$ cat config.mk
export PLATFORM = sky130hd
export DESIGN_NAME = pdr_div
export DESIGN_NICKNAME = d
export VERILOG_FILES = /design/src/rtl/pdr_div.sv
export SDC_FILE = /design/constraint.sdc
export NUM_CORES = 2
export LEC_CHECK = 0
export BUFFER_PORTS_ARGS = -buffer_cell sky130_fd_sc_hd__buf_2
export CORE_ASPECT_RATIO = 0.75
export CORE_MARGIN = 2
export CORE_UTILIZATION = 45
export CTS_BUF_LIST = sky130_fd_sc_hd__clkbuf_8 sky130_fd_sc_hd__clkbuf_16
export DETAILED_ROUTE_END_ITERATION = 16
export PLACE_DENSITY = 0.56
export REMOVE_ABC_BUFFERS = 1
export SLEW_MARGIN = 20
export SYNTH_ARGS = -nofsm -noshare
export SYNTH_HDL_FRONTEND = slang
export SYNTH_SLANG_ARGS = --single-unit
$ cat constraint.sdc
create_clock -name clk_i -period 9.28 [get_ports clk_i]
set_clock_uncertainty 0.2 [all_clocks]
set_input_delay 1.856 -clock clk_i [delete_from_list [all_inputs] [get_ports clk_i]]
set_output_delay 1.856 -clock clk_i [all_outputs]
set_load 0.02 [all_outputs]
$ cat src/rtl/pdr_div.sv
`timescale 1ns / 1ps
// ----------------------------------------------------------------------------
// pdr_div
// Pipelined restoring divider, one quotient bit per stage. The caller
// guarantees num >> QW is below den. Side data rides along with each item.
// ----------------------------------------------------------------------------
module pdr_div #(
  parameter int unsigned NW = 40,
  parameter int unsigned DW = 16,
  parameter int unsigned QW = 40,
  parameter int unsigned SW = 1
) (
  input  logic          clk_i,
  input  logic          rst_ni,
  input  logic          en_i,
  input  logic          valid_i,
  input  logic [NW-1:0] num_i,
  input  logic [DW-1:0] den_i,
  input  logic [SW-1:0] side_i,
  output logic          valid_o,
  output logic [QW-1:0] quo_o,
  output logic [SW-1:0] side_o
);

  logic          v_q    [QW+1];
  logic [DW-1:0] rem_q  [QW+1];
  logic [QW-1:0] bits_q [QW+1];
  logic [QW-1:0] quo_q  [QW+1];
  logic [DW-1:0] den_q  [QW+1];
  logic [SW-1:0] side_q [QW+1];

  // stage 0 is the unregistered input
  assign v_q[0]    = valid_i;
  assign rem_q[0]  = DW'(num_i >> QW);
  assign bits_q[0] = num_i[QW-1:0];
  assign quo_q[0]  = '0;
  assign den_q[0]  = den_i;
  assign side_q[0] = side_i;

  for (genvar s = 1; s <= QW; s++) begin : g_stage
    logic [DW:0]   trial;
    logic          ge;
    logic [DW-1:0] rem_d;

    // shift in the next dividend bit, subtract when it fits
    always_comb begin
      trial = {rem_q[s-1], bits_q[s-1][QW-1]};
      ge    = trial >= {1'b0, den_q[s-1]};
      rem_d = ge ? DW'(trial - {1'b0, den_q[s-1]}) : trial[DW-1:0];
    end

    always_ff @(posedge clk_i or negedge rst_ni) begin
      if (!rst_ni) begin
        v_q[s] <= 1'b0;
      end else if (en_i) begin
        v_q[s] <= v_q[s-1];
      end
    end

    always_ff @(posedge clk_i) begin
      if (en_i) begin
        rem_q[s]  <= rem_d;
        bits_q[s] <= bits_q[s-1] << 1;
        quo_q[s]  <= {quo_q[s-1][QW-2:0], ge};
        den_q[s]  <= den_q[s-1];
        side_q[s] <= side_q[s-1];
      end
    end
  end

  assign valid_o = v_q[QW];
  assign quo_o   = quo_q[QW];
  assign side_o  = side_q[QW];

endmodule

==> results.tsv <==
stage	metric	value	unit
die	initial core utilization	45.1	%
sta	worst hold slack	179	ps
job	total of max-cap violations	0	
setup_path	Critical Path RT	9660	ps
die	Core Rows	167	
synth	post-synthesis async set-or-reset flop share	1.37	%
synth	Synth area leaders	edfxtp_1, ha_1, mux2_2	
sta	Final setup viols	0	
setup_path	critical path launch point	den_q[113]$_DFFE_PP_	
setup_path	reg2reg start	den_q[113]$_DFFE_PP_	
placement	I/O Buffers	102	
die	CORE AREA	276000	um2
power	leakage power	53.3	nW
layout	layout net count	9282	
clock_network	post-CTS setup buffers	0	
clock_network	CTS clk-pin slew, worst paths	60	ps
die	DIE WIDTH	611	um
synth	area leader, netlist	edfxtp_1	
setup_path	critical path peak fanout	24	
sta	period utilization	47.2	%
synth	Syn. warnings	0	
clock_network	CTS tree	built	
sta	count of final hold-check violations	0	
synth	post-synth cell types	79	
global_routing	number of global-route vias before repair	63264	
setup_path	critical path arrival	4770	ps
synth	post-synth top area share	69.7	%
sta	RSZ-0062 raised after global routing	false	
placement	dpl ws	4820	ps
route	number of DRC markers in iteration 0	5192	
setup_path	kind of critical path	reg2reg	
synth	register area share after synthesis	70.5	%
global_routing	first-pass GRT wire length	348000	um
clock_network	clock root buffer	clkbuf_16	
power	Max VDD drop	180	uV
synth	Post-synth top cells	edfxtp_1, inv_1, ha_1, a21oi_1, nor2_1	
clock_network	Clk Latency, worst-skew pair	850	ps
sta	Slew Viols, Final	0	
route	Vias per Instance	5.19	
setup_path	critical path cell sequence	inv_1, ha_1, nor2b_1, o21ai_0, a21boi_0, o21ai_0, o31ai_1, a221o_1, o21ai_0, clkinv_1, mux2_2	
global_routing	initial antenna violation count	1	
synth	mapped cell area	124000	um2
power	Pwr per Cell Area	321	nW/um2
sta	Slew Limit Headroom	27.3	%
setup_path	most used cell, CP	o21ai_0	
setup_path	CP endpoint kind	register	
route	Routed Antenna Nets	0	
setup_path	CP max stage delay	690	ps
clock_network	CTS Hold Buffers Added	0	
layout	P&R area growth vs syn	11.8	%
layout	final std cells w/o fill	12418	
synth	most used standard cell by instance count after synthesis	edfxtp_1	
synth	Post-synth EDFFs	2888	
synth	Syn Inst Count	8233	
outcome	outcome	finished clean	
synth	Top FF cell, synth	edfxtp_1	
route	wirelength, routed	218000	um
sta	Worst Max-Slew Pin Slew	1090	ps
min_path	HP Start	bits_q[986]$_DFFE_PP_	
route	Vias	64489	
setup_path	CP bufs+invs	2	
min_path	HP Class	reg2reg	
clock_network	H-tree depth	5	
setup_path	Crit path max-delay family	compound AO/OA/AOI/OAI gates	
global_routing	total gr overflow	0	
route	DR pass1 iterations	6	
sta	Final min period	4380	ps
route	post-DR wirelength/cell	17.6	um
setup_path	crit path max-delay cell type	clkinv_1	
sta	Post-Route Setup TNS	0	ps
placement	post-DP HPWL	146000	um
layout	layout cells sized above 1	11.1	%
clock_network	# clock sinks	2928	
synth	synthesized flop and latch total	2928	
global_routing	largest net degree at the start of global routing	184	
die	IO Count	103	
placement	GP Congestion	0.871	
route	Residual DRC	0	
setup_path	Startpoint Class	register	
die	Die Area	281000	um2
global_routing	GRT Total Usage	15.3	%
sta	achievable frequency	228	MHz
clock_network	number of CTS-inserted buffers	305	
clock_network	# resized after CTS	0	
die	DIE HEIGHT	459	um
clock_network	clk buf depth	4	
placement	placed cell count	11883	
sta	final setup margin	4900	ps
synth	Mean Syn Cell Area	15.1	um2
==> where the power goes <==
part | internal (mW) | switching, mW
sequential | 17.7 | 1.17
combinational | 6.29 | 7.56
clock | 6.96 | 4.94
total | 31.0 | 13.7
==> sequential cells by signal, summed over array words and instances, names as in the netlist <==
signal / cells
v_q: 39
quo_o: 40
side_q: 39
side_o: 1
quo_q: 780
bits_q: 780
den_q: 624
valid_o: 1
g_stage.trial: 624
==> cell families (layout without fill, tap and decap cells) <==
logic type | after synthesis | count (layout) | share of synthesized area [%]
AND/OR/NAND/NOR | 1358 | 1358 | 5.25
buffers and inverters | 949 | 1500 | 3.02
flip-flops | 2928 | 2928 | 70.5
AO/OA/AOI/OAI | 1482 | 1482 | 7.52
multiplexers | 411 | 411 | 3.68
XOR/XNOR | 441 | 441 | 3.10
other | 0 | 1 | 0
adder cells (fa/ha/maj) | 664 | 664 | 6.91
==> metrics by stage <==
stage	utilization [%]	cell area, um2	total power, mW
final	50.5	139000	44.7
after global routing	50.5	139000	47.5
after CTS	50.5	139000	45.1
after detailed placement	47.0	129000	32.9
after global placement	47.0	129000	32.5
after floorplan	-	124000	29.2
==> worst reg2reg max path: cells and delay by family, from the launching register on <==
| family | cells | cell delay [ps] |
|---|---|---|
| compound gates | 6 | 1810 |
| fa+ha+maj | 1 | 310 |
| buf+inv | 2 | 750 |
| flops | 1 | 400 |
| mux | 1 | 510 |
| simple gates | 1 | 140 |
==> layer usage <==
metal | vias to the layer above | wire length (um) | GRT usage (%)
met5 | - | 0 | 0
met4 | 0 | 5060 | 4.11
met3 | 354 | 9430 | 2.36
met2 | 1204 | 92200 | 22.1
met1 | 31472 | 112000 | 23.9
li1 | 31459 | - | -
==> final timing paths <==
check                                                   to  slack [ps]  cells past startpoint
setup / recovery           g_stage[35].trial[14]$_DFFE_PP_        4900                     11
hold / removal                       bits_q[947]$_DFFE_PP_         180                      0
setup reg to reg           g_stage[35].trial[14]$_DFFE_PP_        4900                     11
hold reg to reg                      bits_q[947]$_DFFE_PP_         180                      0
max in group asynchronous               v_q[3]$_DFFE_PN0P_        7380                      1
min in group asynchronous              v_q[36]$_DFFE_PN0P_         950                      1
==> layout by cell type, fill, tap and decap left out, types with 270 or more instances in the layout <==
cell type / netlist / final
ha_1: 626 / 626
a21oi_1: 415 / 414
mux2_2: 351 / 351
nor2_1: 380 / 380
xnor2_1: 270 / 270
inv_1: 809 / 867
edfxtp_1: 2888 / 2888
nand2_1: 336 / 336
o21ai_0: 378 / 377
clkbuf_16: 0 / 311
==> cell type report <==
class | count | area [um2]
Antenna cell | 1 | 2.50
Timing Repair Buffer | 155 | 1110
Clock inverter | 221 | 1870
Clock buffer | 313 | 7810
Multi-Input combinational cell | 4356 | 33000
Sequential cell | 2928 | 87700
Inverter | 811 | 3040
Fill cell | 22665 | 136000
Tap cell | 3633 | 4550
No activity file was read; power rests on OpenSTA's default activity.
